### src/chunked_body_decoder_core_macros.svh
// ----------------------------------------------------------------------------
// Assertion macros for the chunked body decoder
// Concurrent checks that compile away under synthesis.
// ----------------------------------------------------------------------------
`ifndef CHUNKED_BODY_DECODER_CORE_MACROS_SVH
`define CHUNKED_BODY_DECODER_CORE_MACROS_SVH

`ifndef SYNTHESIS

// Same-cycle implication, checked out of reset.
`define CBD_ASSERT_IMPL(lbl, clk, rst, ante, cons, msg) \
  lbl: assert property (@(posedge clk) disable iff (rst) (ante) |-> (cons)) \
    else $error(msg);

// Next-cycle implication, checked out of reset.
`define CBD_ASSERT_NEXT(lbl, clk, rst, ante, cons, msg) \
  lbl: assert property (@(posedge clk) disable iff (rst) (ante) |=> (cons)) \
    else $error(msg);

`else

`define CBD_ASSERT_IMPL(lbl, clk, rst, ante, cons, msg)
`define CBD_ASSERT_NEXT(lbl, clk, rst, ante, cons, msg)

`endif

`endif

### src/cbd_pkg.sv
// ----------------------------------------------------------------------------
// Chunked body decoder package
// Widths, byte codes, phase and status codes, decoder state type, hex lookup.
// ----------------------------------------------------------------------------
package cbd_pkg;

  // Widest chunk size the decoder accepts, in bits
  localparam int SIZE_BITS = 32;

  localparam logic [SIZE_BITS-1:0] SIZE_ZERO = '0;
  localparam logic [SIZE_BITS-1:0] SIZE_ONE  = {{(SIZE_BITS-1){1'b0}}, 1'b1};

  // Framing bytes
  localparam logic [7:0] BYTE_CR = 8'h0d;
  localparam logic [7:0] BYTE_LF = 8'h0a;

  // Decoder phases
  localparam logic [2:0] PH_SIZE  = 3'd0;  // collecting hex size digits
  localparam logic [2:0] PH_LF1   = 3'd1;  // LF that closes the size line
  localparam logic [2:0] PH_DATA  = 3'd2;  // payload bytes
  localparam logic [2:0] PH_CR    = 3'd3;  // CR after the payload
  localparam logic [2:0] PH_LF2   = 3'd4;  // LF after the payload
  localparam logic [2:0] PH_ERROR = 3'd5;  // sticky framing error

  // Result status codes
  localparam logic [1:0] ST_DATA  = 2'd0;
  localparam logic [1:0] ST_ERROR = 2'd1;
  localparam logic [1:0] ST_DONE  = 2'd2;

  typedef struct packed {
    logic [2:0]           phase;
    logic [SIZE_BITS-1:0] size_accum;
    logic                 digit_seen;
    logic [SIZE_BITS-1:0] remaining;   // payload bytes still due
    logic                 zero_chunk;  // current chunk has size zero
  } state_t;

  typedef struct packed {
    logic       valid;
    logic [7:0] data_byte;
    logic [1:0] status;
  } result_t;

  // Hex digit lookup: bit 4 flags a valid digit, bits 3:0 hold its value
  function automatic logic [4:0] hex_value(input logic [7:0] b);
    logic [4:0] r;
    r = 5'd0;
    if (b >= 8'h30 && b <= 8'h39) begin
      r = {1'b1, 4'(b - 8'h30)};
    end else if (b >= 8'h61 && b <= 8'h66) begin
      r = {1'b1, 4'(b - 8'h57)};
    end else if (b >= 8'h41 && b <= 8'h46) begin
      r = {1'b1, 4'(b - 8'h37)};
    end
    return r;
  endfunction

endpackage

### src/cbd_ifs.sv
// ----------------------------------------------------------------------------
// Chunked body decoder channels
// Valid/ready channels for raw body bytes and decoded results.
// ----------------------------------------------------------------------------
interface cbd_in_if;
  logic       valid;
  logic       ready;
  logic [7:0] body_byte;

  modport source (output valid, output body_byte, input ready);
  modport sink   (input valid, input body_byte, output ready);
endinterface

interface cbd_out_if;
  logic       valid;
  logic       ready;
  logic [7:0] data_byte;
  logic [1:0] status;

  modport source (output valid, output data_byte, output status, input ready);
  modport sink   (input valid, input data_byte, input status, output ready);
endinterface

### src/cbd_step.sv
// ----------------------------------------------------------------------------
// Chunked body decoder step logic
// Next state and optional result for one body byte.
// ----------------------------------------------------------------------------
module cbd_step (
  input  cbd_pkg::state_t  st,
  input  logic [7:0]       body_byte,
  output cbd_pkg::state_t  st_next,
  output cbd_pkg::result_t res
);
  import cbd_pkg::*;

  logic [4:0] hv;
  logic       fail;

  assign hv = hex_value(body_byte);

  always_comb begin
    st_next = st;
    fail    = 1'b0;
    res     = '0;
    case (st.phase)
      PH_SIZE: begin
        if (body_byte == BYTE_CR) begin
          if (!st.digit_seen) begin
            fail = 1'b1;
          end else begin
            st_next.remaining  = st.size_accum;
            st_next.zero_chunk = (st.size_accum == SIZE_ZERO);
            st_next.size_accum = SIZE_ZERO;
            st_next.digit_seen = 1'b0;
            st_next.phase      = PH_LF1;
          end
        end else if (!hv[4] || st.size_accum[SIZE_BITS-1 -: 4] != 4'd0) begin
          // non-hex byte, or one more digit would overflow
          fail = 1'b1;
        end else begin
          st_next.size_accum = {st.size_accum[SIZE_BITS-5:0], hv[3:0]};
          st_next.digit_seen = 1'b1;
        end
      end
      PH_LF1: begin
        if (body_byte != BYTE_LF) begin
          fail = 1'b1;
        end else begin
          st_next.phase = st.zero_chunk ? PH_CR : PH_DATA;
        end
      end
      PH_DATA: begin
        res.valid         = 1'b1;
        res.data_byte     = body_byte;
        res.status        = ST_DATA;
        st_next.remaining = st.remaining - SIZE_ONE;
        if (st.remaining == SIZE_ONE) begin
          st_next.phase = PH_CR;
        end
      end
      PH_CR: begin
        if (body_byte != BYTE_CR) begin
          fail = 1'b1;
        end else begin
          st_next.phase = PH_LF2;
        end
      end
      PH_LF2: begin
        if (body_byte != BYTE_LF) begin
          fail = 1'b1;
        end else begin
          st_next.phase = PH_SIZE;
          if (st.zero_chunk) begin
            res.valid  = 1'b1;
            res.status = ST_DONE;
          end
        end
      end
      default: begin
        fail = 1'b1;
      end
    endcase

    // framing fault: sticky error, one error result per byte
    if (fail) begin
      st_next.phase = PH_ERROR;
      res.valid     = 1'b1;
      res.data_byte = 8'd0;
      res.status    = ST_ERROR;
    end
  end

endmodule

### src/chunked_body_decoder_core.sv
// ----------------------------------------------------------------------------
// Chunked body decoder core
// Decodes a chunked transfer body one byte per cycle. Each byte is taken
// into an input register and from there passes through the step logic
// (hex size shift, payload count down, framing checks) into the decoder
// state and the result register, so a byte is accepted every cycle while
// the result side takes results. Payload bytes come out with status 0, the
// LF that ends a zero-size chunk gives status 2, and any framing or size
// fault gives status 1 for that byte and every byte after it until reset.
// Size digits and framing bytes give no result.
// ----------------------------------------------------------------------------
module chunked_body_decoder_core (
  input logic              clk,
  input logic              rst,
  cbd_in_if.sink           body_in,
  cbd_out_if.source        data_out
);
  import cbd_pkg::*;
  `include "chunked_body_decoder_core_macros.svh"

  state_t     st;
  state_t     st_next;
  result_t    res;
  logic       s1_valid;
  logic [7:0] s1_byte;
  logic       out_free;
  logic       out_valid;
  logic [7:0] out_data;
  logic [1:0] out_status;

  // Handshake: result register free when empty or being taken
  assign out_free      = !out_valid || data_out.ready;
  assign body_in.ready = !s1_valid || out_free;

  assign data_out.valid     = out_valid;
  assign data_out.data_byte = out_data;
  assign data_out.status    = out_status;

  // Input register
  always_ff @(posedge clk) begin
    if (rst) begin
      s1_valid <= 1'b0;
    end else if (body_in.ready) begin
      s1_valid <= body_in.valid;
    end
    if (body_in.ready && body_in.valid) begin
      s1_byte <= body_in.body_byte;
    end
  end

  cbd_step u_step (
    .st        (st),
    .body_byte (s1_byte),
    .st_next   (st_next),
    .res       (res)
  );

  // Decoder state
  always_ff @(posedge clk) begin
    if (rst) begin
      st <= '{phase: PH_SIZE, size_accum: SIZE_ZERO, digit_seen: 1'b0,
              remaining: SIZE_ZERO, zero_chunk: 1'b0};
    end else if (s1_valid && out_free) begin
      st <= st_next;
    end
  end

  // Result register
  always_ff @(posedge clk) begin
    if (rst) begin
      out_valid <= 1'b0;
    end else if (out_free) begin
      out_valid <= s1_valid && res.valid;
    end
    if (out_free && s1_valid && res.valid) begin
      out_data   <= res.data_byte;
      out_status <= res.status;
    end
  end

  // Checks
  `CBD_ASSERT_NEXT(a_error_sticky, clk, rst, st.phase == PH_ERROR,
    st.phase == PH_ERROR, "error phase left before reset")
  `CBD_ASSERT_IMPL(a_data_count, clk, rst, st.phase == PH_DATA,
    st.remaining != SIZE_ZERO, "payload phase with no bytes due")
  `CBD_ASSERT_NEXT(a_data_only_in_body, clk, rst,
    s1_valid && out_free && st.phase != PH_DATA,
    !(data_out.valid && data_out.status == ST_DATA),
    "payload result outside payload phase")
  `CBD_ASSERT_IMPL(a_status_code, clk, rst, out_valid,
    out_status == ST_DATA || out_status == ST_ERROR || out_status == ST_DONE,
    "undefined result status")
  `CBD_ASSERT_IMPL(a_input_free, clk, rst, !s1_valid, body_in.ready,
    "input stalled with empty input register")

endmodule

### src/flat_wrapper.sv
// flat-port wrapper written by rule: the top's interface ports become plain ports
module chunked_body_decoder_core_flat import cbd_pkg::*;
  (clk, rst, body_in_valid, body_in_body_byte, body_in_ready, data_out_valid, data_out_data_byte, data_out_status, data_out_ready);
  cbd_in_if body_in_i ();
  cbd_out_if data_out_i ();
  input logic clk;
  input logic rst;
  input wire logic [$bits(body_in_i.valid)-1:0] body_in_valid;
  input wire logic [$bits(body_in_i.body_byte)-1:0] body_in_body_byte;
  output wire logic [$bits(body_in_i.ready)-1:0] body_in_ready;
  output wire logic [$bits(data_out_i.valid)-1:0] data_out_valid;
  output wire logic [$bits(data_out_i.data_byte)-1:0] data_out_data_byte;
  output wire logic [$bits(data_out_i.status)-1:0] data_out_status;
  input wire logic [$bits(data_out_i.ready)-1:0] data_out_ready;
  assign body_in_i.valid = body_in_valid;
  assign body_in_i.body_byte = body_in_body_byte;
  assign body_in_ready = body_in_i.ready;
  assign data_out_valid = data_out_i.valid;
  assign data_out_data_byte = data_out_i.data_byte;
  assign data_out_status = data_out_i.status;
  assign data_out_i.ready = data_out_ready;
  chunked_body_decoder_core u_core (.clk(clk), .rst(rst), .body_in(body_in_i), .data_out(data_out_i));
endmodule
### config.mk
export PLATFORM = sky130hd
export DESIGN_NAME = chunked_body_decoder_core_flat
export DESIGN_NICKNAME = d
export VERILOG_FILES = /design/src/cbd_pkg.sv /design/src/cbd_ifs.sv /design/src/cbd_step.sv /design/src/chunked_body_decoder_core.sv /design/src/flat_wrapper.sv
export VERILOG_INCLUDE_DIRS = /design/src /design/src/src
export SDC_FILE = /design/constraint.sdc
export NUM_CORES = 1
export LEC_CHECK = 0
export BUFFER_PORTS_ARGS = -buffer_cell sky130_fd_sc_hd__buf_4
export CAP_MARGIN = 0
export CORE_MARGIN = 3
export CORE_UTILIZATION = 25
export CTS_BUF_LIST = sky130_fd_sc_hd__clkbuf_4 sky130_fd_sc_hd__clkbuf_8
export CTS_CLUSTER_DIAMETER = 200
export DETAILED_ROUTE_END_ITERATION = 7
export PLACE_DENSITY_LB_ADDON = 0.05
export SLEW_MARGIN = 25
export SYNTH_ARGS = -nofsm -noshare
export SYNTH_HDL_FRONTEND = slang
export SYNTH_HIERARCHICAL = 1
export SYNTH_SLANG_ARGS = --single-unit
### constraint.sdc
create_clock -name clk -period 4.7 [get_ports clk]
set_input_delay 0 -clock clk [delete_from_list [all_inputs] [get_ports clk]]
set_output_delay 0 -clock clk [all_outputs]
set_load 0.1 [all_outputs]
## Yosys cells after proc, flatten, opt, wreduce, memory -nomap -nowiden

Index checks and enable logic that the tools add are counted.

- Add/subtract/negate cells: 4
- Magnitude comparators: 6
- Equality and inequality tests: 18
- Mux-type cells: 30
- Bitwise operators: 2
- Reductions and logical operators: 26

Operators with widths:

| kind | count |
|---|---|
| $mux W33 | 3 |
| $mux W69 | 1 |
| $pmux W32 S2 | 1 |
| $eq A32 B1 Y1 const B | 1 |
| $logic_not A32 Y1 | 1 |
| $sub A32 B1 Y32 const B | 1 |
| $mux W3 | 6 |
| $ge A8 B7 Y1 const B | 2 |
| $le A8 B7 Y1 const B | 2 |
| $ne A8 B4 Y1 const B | 2 |
| $mux W5 | 3 |
| $ne A3 B3 Y1 const B | 5 |
| $pmux W3 S5 | 1 |
| $reduce_and A4 Y1 | 3 |
| $mux W11 | 1 |
| $eq A8 B4 Y1 const B | 1 |
| $ge A8 B6 Y1 const B | 1 |
| $le A8 B6 Y1 const B | 1 |
| $mux W1 | 8 |
| $mux W8 | 1 |
| $reduce_and A8 Y1 | 1 |
| $sub A4 B3 Y4 const B | 2 |
| $logic_and A1 B1 Y1 | 7 |
| $eq A3 B2 Y1 const B | 2 |
| 19 further kinds | 29 |

- Register bits after elaboration: 89
- Input bits: 12
- Output and inout port bits: 12
- Logic and storage cells: 97

## Logic depth before layout (Yosys ltp)

- Depth in word-level cells: 12
- Depth in mapped cells: 11
- Depth with buffers taken out: 9

## Modules after synthesis

Netlist, hierarchy kept.

Modules (own cells, without submodules):

| module | instances | cells an instance | area each (sq um) | seq. area each (sq um) |
|---|---|---|---|---|
| chunked_body_decoder_core | 1 | 329 | 3699.8 | 1961.9 |
| cbd_step | 1 | 346 | 2020.7 | 0.0 |

## Worst setup path before layout

Ideal clock, no wire load.

- Path type: register to register
- Start: register u_core.s1_byte[0]
- End: register u_core.out_data[0], in the netlist u_core/data_out.data_byte[0], enable pin
- Library setup time: 0.376 ns
- Arrival time: 2.237 ns
- Data required time: 4.324 ns
- Slack: 2.087 ns
- Stages on the path, launching flop included: 9
- Buffers on the path: 0
- Period minus slack after synthesis: 2.613 ns
- Cell sequence: edfxtp_1 > inv_1 > ha_1 > or3b_2 > nor3_1 > a31oi_1 > o21ai_0 > nand2_1 > nor2_1

RTL lines:

| what | line | RTL |
|---|---|---|
| start: declaration | chunked_body_decoder_core.sv:25 | `logic [7:0] s1_byte;` |
| start signal: assignment | chunked_body_decoder_core.sv:47 | `s1_byte <= body_in.body_byte;` |
| end signal: assignment | chunked_body_decoder_core.sv:76 | `out_data <= res.data_byte;` |
| end: declaration | chunked_body_decoder_core.sv:28 | `logic [7:0] out_data;` |

==> summary.md <==
| Metric | Value |
|---|---|
| WP data arrival | `3.09 ns` |
| Initial Util | `25.8%` |
| Setup-failing EPs final | `0` |
| HP Class | `in -> reg` |
| Clock-pin transition on the worst setup and hold timing paths | `between 0.1 and 0.15 ns` |
| Post-CTS setup buffers | `0` |
| Number of buffers created by CTS | `9` |
| Pin slew with the least headroom to its limit | `~0.89 ns` |
| Initial DRC Count | `approximately 260` |
| Seq/Total Area, Yosys | `34.3%` |
| Post-synth top flop | `dfxtp_1` |
| Vias per Instance | `4.92` |
| Net Count, Synth | `693` |
| Fin crit period | `3.05 ns` |
| Setup TNS | `0 ns` |
| Hold path depth | `2` |
| Post-synth EDFFs | `18` |
| Synth Register Bits | `89` |
| Crit-path max cell delay | `0.62 ns` |
| Vias in the first global route | `4542` |
| Syn avg cell area | `8.47 sq um` |
| Port Buffers | `23` |
| Clock H-tree levels | `3` |
| # nets final | `699` |
| Detailed placement HPWL | `10.9 mm` |
| PwrDens | `241 mW/mm^2` |
| Top post-synthesis cells by area | `dfxtp_1, nand2b_1, mux2i_1` |
| CTS tree | `done` |
| Clk_skew | `0.0132 ns` |
| Netlist cell types | `60` |
| RSZ-0062 raised after global routing | `false` |
| CP Max Fanout | `10` |
| Clk buf depth | `2` |
| Most frequent cells in the layout | `nand2b_1, nand2_1, dfxtp_1` |
| Placement Cell Area | `0.00606 sq mm` |
| Area Overhead vs Synth | `11.1%` |
| CP bufs+invs | `1` |
| Synthesized area | `0.00572 sq mm` |
| # rows | `54` |
| Final Hold Fails | `0` |
| Pin count of the biggest net entering global routing | `141` |
| Worst hold start | `rst` |
| CTS root buf | `clkbuf_8` |
| CP delay by family, top | `simple AND/OR/NAND/NOR gates` |
| DRC | `0` |
| Overall routing resource usage | `13.5%` |
| Hold Path End | `u_core/data_out.valid` |
| Global-route wire length before repair | `26.1 mm` |
| Clock sink total | `slightly below 90` |
| Cell area after layout | `0.00635 sq mm` |
| Antenna Cells | `0` |
| Drt total wl | `16.4 mm` |
| Reg2Reg Setup Slack | `1.65 ns` |
| Initial antenna violation count | `0` |
| Worst VDD drop | `0.114 mV` |
| Synth area leader | `dfxtp_1` |
| Post-route antenna net violation count | `0` |
| CP Capture Type | `register` |
| Async SR Flop Fraction | `0%` |
| Die height | `~160 um` |
| Critical path cell sequence | `inv_1 -> ha_1 -> or3b_2 -> nor3_1 -> a31oi_1 -> o21ai_0 -> nand2_1 -> nor2_1` |
| CP Data Required Time | `4.73 ns` |
| Status | `finished clean` |
| Final period util | `64.9%` |
| Core ar. | `0.0222 sq mm` |
| Fraction of layout cells with a size suffix above 1 | `under 10%` |
| Power, Total | `1.53 mW` |
| Wire length per cell | `17.0 um` |
| Max stage delay cell, worst path | `nor2_1` |
| Gpl congestion | `between 0.7 and 0.8` |
| Max-Cap Viols | `0` |
| Synth warn | `6` |
| CP startpoint kind | `register` |
| Relative slew slack | `about 41%` |
| Post-Syn Instances | `675` |
| Overflow after GRT | `0` |
| Post-placement worst setup slack | `1.63 ns` |
| Total number of vias | `4753` |
| Cts repair resizes | `0` |
| Top Ports | `24` |
| Leak pwr | `around 2.1 nW` |
| Crit Path Class | `reg -> reg` |
| Yosys top cell area share | `24.8%` |
| RR Startpoint | `u_core/s1_byte[0]` |
| Fmax achieved | `328 MHz` |
| Commonest non-fill, non-tap cell in the layout | `nand2b_1` |
| Clk_lat worst skew | `0.39 ns` |
| DIE AREA | `0.0247 sq mm` |
| First-pass DRT Iterations | `4` |
| Setup WS post-layout | `approximately 1.6 ns` |
| Reg-to-Reg End | `u_core/data_out.data_byte[2]` |
| Die width | `157 um` |
| Reg2reg path depth | `8` |
| Fin. max-slew vios | `0` |
kinds of logic (layout without fill, tap and decap cells):
group           after synthesis  after routing  synth area share, %
simple gates                339            339                 33.1
compound gates              115            115                 13.9
flops                        89             89                 34.3
mux                          69             69                 12.1
buf+inv                      54             65                 4.83
fa+ha+maj                     6              6                 1.31
xor+xnor                      3              3                0.459
where the power goes:
group	total, mW	internal, mW	switching [mW]	leakage, nW
Clock	0.543	0.202	0.341	0.0877
Sequential	0.807	0.792	0.0152	0.743
Combinational	0.181	0.0688	0.112	1.28
Total	1.53	1.06	0.469	2.11
stage by stage:
stage          hold slack, ns  util (%)  std cells
3_3_place_gp            0.179      27.3        939
5_1_grt                 0.171      28.7        966
4_1_cts                 0.257      28.7        966
2_1_floorplan          0.0989         -        675
6_report                0.124      28.7        966
3_5_place_dp            0.180      27.3        939
Yosys cell counts (3+ instances only):
cell type,instances
a31oi_1,4
a221o_1,8
buf_6,5
nand2b_1,141
a22o_1,8
and2_0,3
or3_1,4
o21ai_0,40
nor4_1,16
a21oi_1,15
mux2i_1,69
inv_1,8
o311ai_0,6
nor2b_1,3
nand2_1,88
nor2_1,19
o211ai_1,10
buf_4,7
a22oi_1,5
and2_1,9
nand3_1,16
clkbuf_1,26
a32oi_1,3
nand4_1,5
ha_1,6
buf_2,8
nor3_1,12
edfxtp_1,18
dfxtp_1,71
and3_1,4
flip-flops by register name (all words and copies together), names as in the netlist:
name	flops
u_core/data_out.data_byte	8
u_core/data_out.status	2
u_core/data_out.valid	1
u_core/s1_byte	8
u_core/s1_valid	1
u_core/st	69
worst register-to-register path, stage by stage (launching register included):
cell	delay (ns)
edfxtp_1	0.48
inv_1	0.14
ha_1	0.16
or3b_2	0.46
nor3_1	0.34
a31oi_1	0.13
o21ai_0	0.28
nand2_1	0.09
nor2_1	0.62
what timing repair did:
item                                    4_1_cts  5_1_grt
endpoints found under the hold margin        10        0
endpoints found under the setup margin        0        0
hold buffers                                 11        0
how the worst max path moves through the flow:
stage	start	to	slack, ns	cells after the start
floorplan	u_core/s1_byte[0]	u_core/data_out.data_byte[0]	2.09	8
global placement	u_core/s1_byte[7]	u_core/st[66]	1.73	8
detailed placement	u_core/s1_byte[0]	u_core/data_out.data_byte[6]	1.63	8
CTS	u_core/s1_byte[0]	u_core/data_out.data_byte[2]	1.62	8
global route	u_core/s1_byte[0]	u_core/data_out.data_byte[2]	1.37	8
finish	u_core/s1_byte[0]	u_core/data_out.data_byte[2]	1.65	8
layer usage:
layer | wire (um) | up-vias | track usage (%)
li1 | - | 2389 | -
met1 | 8370 | 2296 | 18.8
met2 | 7410 | 55 | 21.6
met3 | 451 | 13 | 2.86
met4 | 216 | 0 | 3.26
met5 | 0 | - | 0
cell type report:
type	instances	area, sq um
Fill cell	2394	15800
Multi-Input combinational cell	532	3490
Sequential cell	89	1960
Tap cell	280	350
Timing Repair Buffer	41	339
Clock buffer	9	124
Clock inverter	7	58.8
Inverter	8	30.0
No activity file was read; power rests on OpenSTA's default activity.
